===== src/rtl/core/lcalc_pkg.sv =====
// Shared types, constants and segment tables for the lux calculator.
// No dependencies; the testbench and every RTL file but the checker refer to it by scoped names.
`timescale 1ns / 1ps
`default_nettype none

package lcalc_pkg;

  // Field and datapath widths
  localparam int COUNT_W   = 16;
  localparam int SCALE_W   = 19;
  localparam int CHAN_FRAC = 10;
  localparam int PROD_W    = COUNT_W + SCALE_W;   // count * scale
  localparam int CHAN_W    = PROD_W - CHAN_FRAC;  // scaled channel, 25 bits
  localparam int Q_W       = 12;                  // saturated quotient bits
  localparam int REM_W     = CHAN_W + Q_W;        // divider remainder
  localparam int RATIO_W   = Q_W;
  localparam int COEF_W    = 10;
  localparam int MUL_W     = CHAN_W + COEF_W;
  localparam int LUX_FRAC  = 14;
  localparam int LUX_W     = 21;
  localparam int SEG_N     = 7;                   // breakpoints before the catch-all

  // Configuration port
  localparam int CFG_IDX_W  = 2;
  localparam int CFG_DATA_W = 2;
  localparam logic [CFG_IDX_W-1:0] CFG_ITIME = 2'd0;
  localparam logic [CFG_IDX_W-1:0] CFG_GAIN  = 2'd1;
  localparam logic [CFG_IDX_W-1:0] CFG_PKG   = 2'd2;

  // Integration time codes (the unused code behaves as the long setting)
  localparam logic [1:0] ITIME_SHORT = 2'd0;
  localparam logic [1:0] ITIME_MID   = 2'd1;

  localparam logic [SCALE_W-1:0] TSCALE_SHORT = 19'h07517;
  localparam logic [SCALE_W-1:0] TSCALE_MID   = 19'h00fe7;
  localparam logic [SCALE_W-1:0] TSCALE_UNITY = 19'h00400;

  localparam logic PKG_T  = 1'b0;
  localparam logic PKG_CS = 1'b1;

  typedef struct packed {
    logic [CHAN_W-1:0] ch1;
    logic [CHAN_W-1:0] ch0;
  } chan_pair_t;

  typedef struct packed {
    chan_pair_t     chan;
    logic [Q_W-1:0] quot;
  } div_out_t;

  typedef struct packed {
    logic [COEF_W-1:0] off;
    logic [COEF_W-1:0] slope;
  } seg_t;

  typedef logic [RATIO_W-1:0] brk_arr_t  [SEG_N];
  typedef logic [COEF_W-1:0]  coef_arr_t [SEG_N];

  localparam brk_arr_t BRK_T = '{12'h040, 12'h080, 12'h0c0, 12'h100,
                                 12'h138, 12'h19a, 12'h29a};
  localparam coef_arr_t OFF_T = '{10'h1f2, 10'h214, 10'h23f, 10'h270,
                                  10'h16f, 10'h0d2, 10'h018};
  localparam coef_arr_t SLOPE_T = '{10'h1be, 10'h2d1, 10'h37b, 10'h3fe,
                                    10'h1fc, 10'h0fb, 10'h012};
  localparam brk_arr_t BRK_CS = '{12'h043, 12'h085, 12'h0c8, 12'h10a,
                                  12'h14d, 12'h19a, 12'h29a};
  localparam coef_arr_t OFF_CS = '{10'h204, 10'h228, 10'h253, 10'h282,
                                   10'h177, 10'h101, 10'h037};
  localparam coef_arr_t SLOPE_CS = '{10'h1ad, 10'h2c1, 10'h363, 10'h3df,
                                     10'h1dd, 10'h127, 10'h02b};

  // First breakpoint at or above the ratio wins; above the last, zero coefficients
  function automatic seg_t seg_lookup(input logic pkg_kind, input logic [RATIO_W-1:0] ratio);
    seg_t res;
    res = '0;
    for (int i = SEG_N - 1; i >= 0; i--) begin
      if (pkg_kind == PKG_CS) begin
        if (ratio <= BRK_CS[i]) begin
          res.off   = OFF_CS[i];
          res.slope = SLOPE_CS[i];
        end
      end else begin
        if (ratio <= BRK_T[i]) begin
          res.off   = OFF_T[i];
          res.slope = SLOPE_T[i];
        end
      end
    end
    return res;
  endfunction

endpackage

`default_nettype wire


===== src/rtl/core/lcalc_scale.sv =====
// Front stage: scales both raw counts for integration time and gain.
// Depends on lcalc_pkg.
`timescale 1ns / 1ps
`default_nettype none

module lcalc_scale (
  input  wire logic                           clk,
  input  wire logic                           rst,
  input  wire logic                           in_valid,
  output logic                                in_ready,
  input  wire logic [lcalc_pkg::COUNT_W-1:0]  bb,
  input  wire logic [lcalc_pkg::COUNT_W-1:0]  ir,
  input  wire logic [1:0]                     itime,
  input  wire logic                           high_gain,
  output logic                                out_valid,
  input  wire logic                           out_ready,
  output lcalc_pkg::chan_pair_t               out_chan
);

  logic [lcalc_pkg::SCALE_W-1:0] scale_base;
  logic [lcalc_pkg::SCALE_W-1:0] scale;
  logic [lcalc_pkg::PROD_W-1:0]  prod0;
  logic [lcalc_pkg::PROD_W-1:0]  prod1;

  // Scale factor, 10 fraction bits; low gain adds a further x16
  always_comb begin
    case (itime)
      lcalc_pkg::ITIME_SHORT: scale_base = lcalc_pkg::TSCALE_SHORT;
      lcalc_pkg::ITIME_MID:   scale_base = lcalc_pkg::TSCALE_MID;
      default:                scale_base = lcalc_pkg::TSCALE_UNITY;
    endcase
    scale = high_gain ? scale_base : (scale_base << 4);
    prod0 = lcalc_pkg::PROD_W'(bb) * lcalc_pkg::PROD_W'(scale);
    prod1 = lcalc_pkg::PROD_W'(ir) * lcalc_pkg::PROD_W'(scale);
  end

  assign in_ready = !out_valid || out_ready;

  // Stage register
  always_ff @(posedge clk) begin
    if (rst) begin
      out_valid <= 1'b0;
    end else if (in_ready) begin
      out_valid <= in_valid;
    end
  end

  always_ff @(posedge clk) begin
    if (in_ready && in_valid) begin
      out_chan.ch0 <= prod0[lcalc_pkg::PROD_W-1:lcalc_pkg::CHAN_FRAC];
      out_chan.ch1 <= prod1[lcalc_pkg::PROD_W-1:lcalc_pkg::CHAN_FRAC];
    end
  end

endmodule

`default_nettype wire


===== src/rtl/core/lcalc_div.sv =====
// Pipelined restoring divider: (ch1 << 10) / ch0, one quotient bit per stage,
// saturated to 12 bits, zero when ch0 is zero. Depends on lcalc_pkg.
`timescale 1ns / 1ps
`default_nettype none

module lcalc_div (
  input  wire logic                  clk,
  input  wire logic                  rst,
  input  wire logic                  in_valid,
  output logic                       in_ready,
  input  wire lcalc_pkg::chan_pair_t in_chan,
  output logic                       out_valid,
  input  wire logic                  out_ready,
  output lcalc_pkg::div_out_t        out_data
);

  localparam int NST = lcalc_pkg::Q_W;

  typedef struct packed {
    logic sat;   // quotient would not fit: force all ones
    logic zero;  // divisor zero: force zero
  } div_flags_t;

  // Index 0 is the input side, index k+1 the register after stage k
  logic                             v    [NST+1];
  logic                             rdy  [NST+1];
  lcalc_pkg::chan_pair_t            chan [NST+1];
  logic [lcalc_pkg::REM_W-1:0]      rem  [NST+1];
  logic [lcalc_pkg::Q_W-1:0]        quot [NST+1];
  div_flags_t                       flg  [NST+1];

  assign v[0]    = in_valid;
  assign chan[0] = in_chan;
  assign rem[0]  = lcalc_pkg::REM_W'({in_chan.ch1, 10'd0});
  assign quot[0] = '0;
  assign flg[0]  = '0;
  assign in_ready = rdy[0];
  assign rdy[NST] = out_ready;

  genvar k;
  generate
    for (k = 0; k < NST; k++) begin : g_stage
      logic [lcalc_pkg::REM_W-1:0] d_sh;
      logic                        ge;
      div_flags_t                  flg_n;

      // Trial subtract of the divisor at this quotient weight
      always_comb begin
        d_sh = lcalc_pkg::REM_W'(chan[k].ch0) << (NST - 1 - k);
        ge   = rem[k] >= d_sh;
        if (k == 0) begin
          flg_n.zero = chan[k].ch0 == '0;
          flg_n.sat  = (lcalc_pkg::REM_W'(chan[k].ch1) >=
                        (lcalc_pkg::REM_W'(chan[k].ch0) << 2));
        end else begin
          flg_n = flg[k];
        end
      end

      assign rdy[k] = !v[k+1] || rdy[k+1];

      always_ff @(posedge clk) begin
        if (rst) begin
          v[k+1] <= 1'b0;
        end else if (rdy[k]) begin
          v[k+1] <= v[k];
        end
      end

      always_ff @(posedge clk) begin
        if (rdy[k] && v[k]) begin
          chan[k+1] <= chan[k];
          flg[k+1]  <= flg_n;
          rem[k+1]  <= ge ? (rem[k] - d_sh) : rem[k];
          quot[k+1] <= quot[k] | (lcalc_pkg::Q_W'(ge) << (NST - 1 - k));
        end
      end
    end
  endgenerate

  // Apply the special cases on the way out
  always_comb begin
    out_valid     = v[NST];
    out_data.chan = chan[NST];
    if (flg[NST].zero) begin
      out_data.quot = '0;
    end else if (flg[NST].sat) begin
      out_data.quot = '1;
    end else begin
      out_data.quot = quot[NST];
    end
  end

endmodule

`default_nettype wire


===== src/rtl/core/lcalc_mac.sv =====
// Back end: ratio rounding and segment lookup, the two products, then
// clamped difference and rounding to whole lux. Depends on lcalc_pkg.
`timescale 1ns / 1ps
`default_nettype none

module lcalc_mac (
  input  wire logic                         clk,
  input  wire logic                         rst,
  input  wire logic                         in_valid,
  output logic                              in_ready,
  input  wire lcalc_pkg::div_out_t          in_data,
  input  wire logic                         pkg_kind,
  output logic                              out_valid,
  input  wire logic                         out_ready,
  output logic [lcalc_pkg::LUX_W-1:0]       lux
);

  // Stage A: coefficients
  logic                       va;
  lcalc_pkg::chan_pair_t      chan_a;
  lcalc_pkg::seg_t            seg_a;
  // Stage B: products
  logic                       vb;
  logic [lcalc_pkg::MUL_W-1:0] pos_b;
  logic [lcalc_pkg::MUL_W-1:0] neg_b;

  logic                         rdy_a, rdy_b, rdy_c;
  logic [lcalc_pkg::Q_W:0]      ratio_sum;
  logic [lcalc_pkg::RATIO_W-1:0] ratio;
  lcalc_pkg::seg_t              seg;
  logic [lcalc_pkg::MUL_W-1:0]  diff;
  logic [lcalc_pkg::MUL_W:0]    lux_sum;

  assign rdy_c    = !out_valid || out_ready;
  assign rdy_b    = !vb || rdy_c;
  assign rdy_a    = !va || rdy_b;
  assign in_ready = rdy_a;

  // Round the quotient from 10 to 9 fraction bits and pick the segment
  always_comb begin
    ratio_sum = (lcalc_pkg::Q_W + 1)'(in_data.quot) + 1'b1;
    ratio     = ratio_sum[lcalc_pkg::Q_W:1];
    seg       = lcalc_pkg::seg_lookup(pkg_kind, ratio);
  end

  // Clamp at zero, add half an lsb, drop the fraction bits
  always_comb begin
    diff    = (pos_b > neg_b) ? (pos_b - neg_b) : '0;
    lux_sum = (lcalc_pkg::MUL_W + 1)'(diff) +
              ((lcalc_pkg::MUL_W + 1)'(1) << (lcalc_pkg::LUX_FRAC - 1));
  end

  // Valid bits
  always_ff @(posedge clk) begin
    if (rst) begin
      va        <= 1'b0;
      vb        <= 1'b0;
      out_valid <= 1'b0;
    end else begin
      if (rdy_a) va <= in_valid;
      if (rdy_b) vb <= va;
      if (rdy_c) out_valid <= vb;
    end
  end

  // Payload
  always_ff @(posedge clk) begin
    if (rdy_a && in_valid) begin
      chan_a <= in_data.chan;
      seg_a  <= seg;
    end
    if (rdy_b && va) begin
      pos_b <= lcalc_pkg::MUL_W'(chan_a.ch0) * lcalc_pkg::MUL_W'(seg_a.off);
      neg_b <= lcalc_pkg::MUL_W'(chan_a.ch1) * lcalc_pkg::MUL_W'(seg_a.slope);
    end
    if (rdy_c && vb) begin
      lux <= lux_sum[lcalc_pkg::LUX_FRAC + lcalc_pkg::LUX_W - 1:lcalc_pkg::LUX_FRAC];
    end
  end

endmodule

`default_nettype wire


===== src/rtl/core/ambient_light_lux_calc_top.sv =====
// Top level of the lux calculator: configuration registers and the pipeline.
// Depends on lcalc_pkg, lcalc_scale, lcalc_div and lcalc_mac.
//
//   channel   direction  request moved                       accepted when
//   s_axis    in         broadband_count, infrared_count     s_tvalid && s_tready
//   m_axis    out        lux_value                           m_tvalid && m_tready
//   cfg       in         register index and data             cfg_we
//
// One request enters per cycle while no m_axis stall has backed up to s_tready;
// the pipeline has 1 scaling stage, 12 divider stages, one per quotient bit, and 3 back-end stages.
// rst is synchronous and clears the valid bits and the configuration registers.
// Each stage holds while the stage after it is full and stalled, so a stall on
// m_axis fills bubbles first and only then lowers s_tready.
`timescale 1ns / 1ps
`default_nettype none

module ambient_light_lux_calc_top (
  input  wire logic                              clk,
  input  wire logic                              rst,
  input  wire logic                              s_tvalid,
  output logic                                   s_tready,
  input  wire logic [31:0]                       s_tdata,   // broadband_count, infrared_count
  output logic                                   m_tvalid,
  input  wire logic                              m_tready,
  output logic [23:0]                            m_tdata,   // lux_value, zero pad
  input  wire logic                              cfg_we,
  input  wire logic [lcalc_pkg::CFG_IDX_W-1:0]   cfg_index,
  input  wire logic [lcalc_pkg::CFG_DATA_W-1:0]  cfg_data
);

  logic [1:0] itime;
  logic       high_gain;
  logic       pkg_kind;

  logic                          sc_valid, sc_ready;
  lcalc_pkg::chan_pair_t         sc_chan;
  logic                          dv_valid, dv_ready;
  lcalc_pkg::div_out_t           dv_data;
  logic [lcalc_pkg::LUX_W-1:0]   lux;

  // Configuration registers
  always_ff @(posedge clk) begin
    if (rst) begin
      itime     <= lcalc_pkg::ITIME_SHORT;
      high_gain <= 1'b0;
      pkg_kind  <= lcalc_pkg::PKG_T;
    end else if (cfg_we) begin
      case (cfg_index)
        lcalc_pkg::CFG_ITIME: itime     <= cfg_data;
        lcalc_pkg::CFG_GAIN:  high_gain <= cfg_data[0];
        lcalc_pkg::CFG_PKG:   pkg_kind  <= cfg_data[0];
        default: ;
      endcase
    end
  end

  lcalc_scale u_scale (
    .clk       (clk),
    .rst       (rst),
    .in_valid  (s_tvalid),
    .in_ready  (s_tready),
    .bb        (s_tdata[15:0]),
    .ir        (s_tdata[31:16]),
    .itime     (itime),
    .high_gain (high_gain),
    .out_valid (sc_valid),
    .out_ready (sc_ready),
    .out_chan  (sc_chan)
  );

  lcalc_div u_div (
    .clk       (clk),
    .rst       (rst),
    .in_valid  (sc_valid),
    .in_ready  (sc_ready),
    .in_chan   (sc_chan),
    .out_valid (dv_valid),
    .out_ready (dv_ready),
    .out_data  (dv_data)
  );

  lcalc_mac u_mac (
    .clk       (clk),
    .rst       (rst),
    .in_valid  (dv_valid),
    .in_ready  (dv_ready),
    .in_data   (dv_data),
    .pkg_kind  (pkg_kind),
    .out_valid (m_tvalid),
    .out_ready (m_tready),
    .lux       (lux)
  );

  assign m_tdata = {3'b000, lux};

endmodule

`default_nettype wire


===== config.mk =====
export PLATFORM = sky130hd
export DESIGN_NAME = ambient_light_lux_calc_top
export DESIGN_NICKNAME = d
export VERILOG_FILES = /design/src/rtl/core/lcalc_pkg.sv /design/src/rtl/core/lcalc_scale.sv /design/src/rtl/core/lcalc_div.sv /design/src/rtl/core/lcalc_mac.sv /design/src/rtl/core/ambient_light_lux_calc_top.sv
export SDC_FILE = /design/constraint.sdc
export NUM_CORES = 2
export LEC_CHECK = 0
export ABC_AREA = 1
export BUFFER_PORTS_ARGS = -buffer_cell sky130_fd_sc_hd__buf_4
export CAP_MARGIN = 5
export CORE_AREA = 2 2 534 536
export CTS_BUF_LIST = sky130_fd_sc_hd__clkbuf_8
export CTS_CLUSTER_DIAMETER = 120
export DETAILED_ROUTE_END_ITERATION = 10
export DIE_AREA = 0 0 536 538
export SYNTH_ARGS = -nofsm -noshare
export SYNTH_HDL_FRONTEND = slang
export SYNTH_SLANG_ARGS = --single-unit

===== constraint.sdc =====
create_clock -name clk -period 7.5 [get_ports clk]
set_clock_uncertainty 0.1 [all_clocks]
set_input_delay 1.125 -clock clk [delete_from_list [all_inputs] [get_ports clk]]
set_output_delay 1.125 -clock clk [all_outputs]
set_load 0.005 [all_outputs]

==> results.sh <==
export IMPL_p_leak_uw=0.0483
export IMPL_ys_warn_count=0
export IMPL_cpPeakStageDelay_ns=0.55
export IMPL_clock_root_buffer="clkbuf_8"
export IMPL_grt_max_degree=100
export IMPL_ant_nets=0
export IMPL_io_pins=67
export IMPL_vias=69000
export IMPL_h_tree_depth=4
export IMPL_min_path_cells=0
export IMPL_cts_tree="built"
export IMPL_first_global_vias=70200
export IMPL_fin_nets=12200
export IMPL_grt_pass1_wl_um=386000
export IMPL_ctsHoldBuffers=0
export IMPL_cts_setup_buffers=0
export IMPL_wl_met3_um=11900
export IMPL_clockBufferDepth=4
export IMPL_gr_total_overflow=0
export IMPL_cp_arrival_ns=7.45
export IMPL_hold_path_class="reg -> reg"
export IMPL_synth_edf_count=1254
export IMPL_worst_slew_pin_slew_ns=1.27
export IMPL_r2r_end="u_scale.out_chan[17]"
export IMPL_worstSetupStartpoint="high_gain"
export IMPL_cts_sinks=1274
export IMPL_fillers=28600
export IMPL_period_minus_slack_ns=6.94
export IMPL_fmax_mhz=144
export IMPL_finalHoldViolCount=0
export IMPL_routed_top_layer="met5"
export IMPL_avgViaCountPerCell=4.74
export IMPL_met2WireLength_um=117000
export IMPL_cp_end_kind="flip-flop"
export IMPL_drt_wirelength_per_cell_um=16.7
export IMPL_setup_tns_ns=0
export IMPL_instances_no_fill=14600
export IMPL_path_max_fanout=16
export IMPL_finalCritPeriodShare=0.925
export IMPL_die_h_um=538
export IMPL_rsz0062_at_grt="no"
export IMPL_synth_async_sr_flop_share=0
export IMPL_finalMaxSlewViolations=0
export IMPL_synth_cells=10500
export IMPL_post_cts_resized=0
export IMPL_critPathSlowestCell="clkinv_1"
export IMPL_worstHoldEndpoint="u_mac.chan_a[41]"
export IMPL_ys_ff_latch=1274
export IMPL_drt_pass1_iterations=6
export IMPL_drv_cap=0
export IMPL_path_class="reg -> reg"
export IMPL_synth_area_um2=98600
export IMPL_p_per_area_nw_per_um2=283
export IMPL_row_count=196
export IMPL_yosysTopAreaCellShare=0.382
export IMPL_clk_pin_slew_worst_paths_ns=0.06
export IMPL_vdd_drop_max_v=0.000425
export IMPL_slew_headroom=0.155
export IMPL_core_um2=283000
export IMPL_finalPower_uw=30500
export IMPL_r2r_slack_ns=0.56
export IMPL_synth_largest_area_cell="edfxtp_1"
export IMPL_clk_latency_ns=0.97
export IMPL_synth_cell_type_count=76
export IMPL_die_area_um2=288000
export IMPL_yosysSeqAreaShare=0.386
export IMPL_status="complete, no violations"
export IMPL_cts_buffers=213
export IMPL_drt_iter0_drc=4607
export IMPL_setup_viol=0
export IMPL_die_x_um=536
export IMPL_drive_above_1_share=0.0536
export IMPL_initial_utilization=0.348
export IMPL_wl_um=244000
export IMPL_syn_avg_cell_area_um2=9.39
export IMPL_r2r_cells=28
export IMPL_syn2layout_area_growth_pct=9.04
export IMPL_antenna_found_initial=2
export IMPL_cp_start_kind="flip-flop"
export IMPL_met1_length_um=106000
export IMPL_track_usage=0.169
export IMPL_final_core_util=0.380
export IMPL_whs_ns=0.268
export IMPL_dp_hpwl_um=197000
export IMPL_r2r_start="high_gain"
export IMPL_cp_required_ns=8.01
export IMPL_ys_flop_type="edfxtp_1"
export IMPL_io_buffers=63
export IMPL_drc=0
export IMPL_place_inst=14200
export IMPL_holdCritStartpoint="u_div.out_data[53]"
export IMPL_synth_area_leaders="edfxtp_1 38%, fa_1 17%, ha_1 9.4%"
export IMPL_gp_congestion=0.919
-- power by group --
group / switching, uW / total (uW) / leakage [uW] / internal (uW)
Clock: 2850 / 6060 / 0.00231 / 3220
Combinational: 9510 / 15200 / 0.0345 / 5680
Sequential: 393 / 9230 / 0.0115 / 8830
-- how the worst max path moves through the flow --
stage | to | cells after the start | slack [ns]
finish | u_scale.out_chan[17] | 28 | 0.56
global route | u_scale.out_chan[17] | 25 | 0.09
CTS | u_scale.out_chan[17] | 25 | 0.52
detailed placement | u_scale.out_chan[17] | 25 | 0.46
global placement | u_scale.out_chan[17] | 27 | 0.50
floorplan | u_scale.out_chan[14] | 23 | 0.97
-- stage by stage --
stage	setup slack [ns]	area (um2)
2_1_floorplan	0.970	98600
3_3_place_gp	0.502	103000
3_5_place_dp	0.460	103000
4_1_cts	0.520	108000
5_1_grt	0.0925	108000
6_report	0.561	108000
-- final cells by class --
| cell class | count | area [um2] | area share |
|---|---|---|---|
| timing repair buffer | 122 | 928 | 0.00864 |
| multi-input combinational | 6931 | 51900 | 0.483 |
| clock inverter | 165 | 1150 | 0.0107 |
| tap | 3762 | 4710 | 0.0438 |
| sequential | 1274 | 38100 | 0.354 |
| clock buffer | 214 | 2950 | 0.0274 |
| inverter | 2084 | 7840 | 0.0729 |
| antenna | 2 | 5.00 | 0.0000466 |
-- Yosys cell counts (23+ instances only) --
| master | count |
|---|---|
| clkbuf_1 | 130 |
| a31oi_1 | 40 |
| nand4_1 | 101 |
| edfxtp_1 | 1254 |
| nor4_1 | 31 |
| o21ai_0 | 456 |
| buf_1 | 25 |
| xnor2_1 | 220 |
| o21bai_1 | 24 |
| a21o_1 | 36 |
| nand2_1 | 2064 |
| nor3_1 | 95 |
| fa_1 | 813 |
| nand2_2 | 24 |
| o21a_1 | 38 |
| o21ai_1 | 38 |
| buf_2 | 36 |
| inv_1 | 2057 |
| nand3_1 | 287 |
| ha_1 | 742 |
| a21oi_1 | 637 |
| xor2_1 | 202 |
| o211ai_1 | 23 |
| nor2_2 | 28 |
| nor2_1 | 831 |
-- flip-flops by register name, summed over array words and instances, names as in the netlist, 2 cells and up --
name / count
u_mac.chan_a: 50
u_div.rem: 342
u_mac.pos_b: 35
u_div.flg: 24
u_scale.out_chan: 50
u_mac.lux: 21
itime: 2
u_div.out_data: 50
u_div.chan: 549
u_div.v: 11
u_div.quot: 78
u_mac.neg_b: 35
u_mac.seg_a: 20
-- worst max-delay path: cells and delay by family, from the launching register on --
family / cells / cell delay (ns)
XOR/XNOR: 1 / 0.14
AND/OR/NAND/NOR: 10 / 1.19
adder cells (fa/ha/maj): 7 / 3.24
flip-flops: 1 / 0.49
buffers and inverters: 8 / 0.91
AO/OA/AOI/OAI: 2 / 0.53
-- cell families after synthesis --
family | count (synthesis) | synth area share
flip-flops | 1274 | 0.386
XOR/XNOR | 424 | 0.0378
AND/OR/NAND/NOR | 3547 | 0.150
buffers and inverters | 2294 | 0.0888
adder cells (fa/ha/maj) | 1555 | 0.259
other | 1 | 0.0000380
AO/OA/AOI/OAI | 1401 | 0.0785
multiplexers | 1 | 0.000114
-- routing by layer --
metal | track usage | vias up
met2 | 0.292 | 1569
li1 | - | 34200
met3 | 0.0243 | 407
met1 | 0.216 | 32900
met5 | 0 | -
met4 | 0.0585 | 4
-- placed cells by master, fill, tap and decap left out, drive strengths merged, types with 40 or more instances in the layout --
cell type | synthesis | layout
inv | 2077 | 2132
nand2 | 2093 | 2093
edfxtp | 1254 | 1254
nor2 | 875 | 875
fa | 813 | 813
ha | 742 | 742
a21oi | 644 | 644
o21ai | 504 | 504
nand3 | 300 | 300
xnor2 | 221 | 221
clkbuf | 133 | 214
xor2 | 203 | 203
buf | 77 | 122
nand4 | 104 | 104
nor3 | 97 | 97
clkinv | 7 | 97
a31oi | 40 | 40
(Power assumes the default switching activity.)
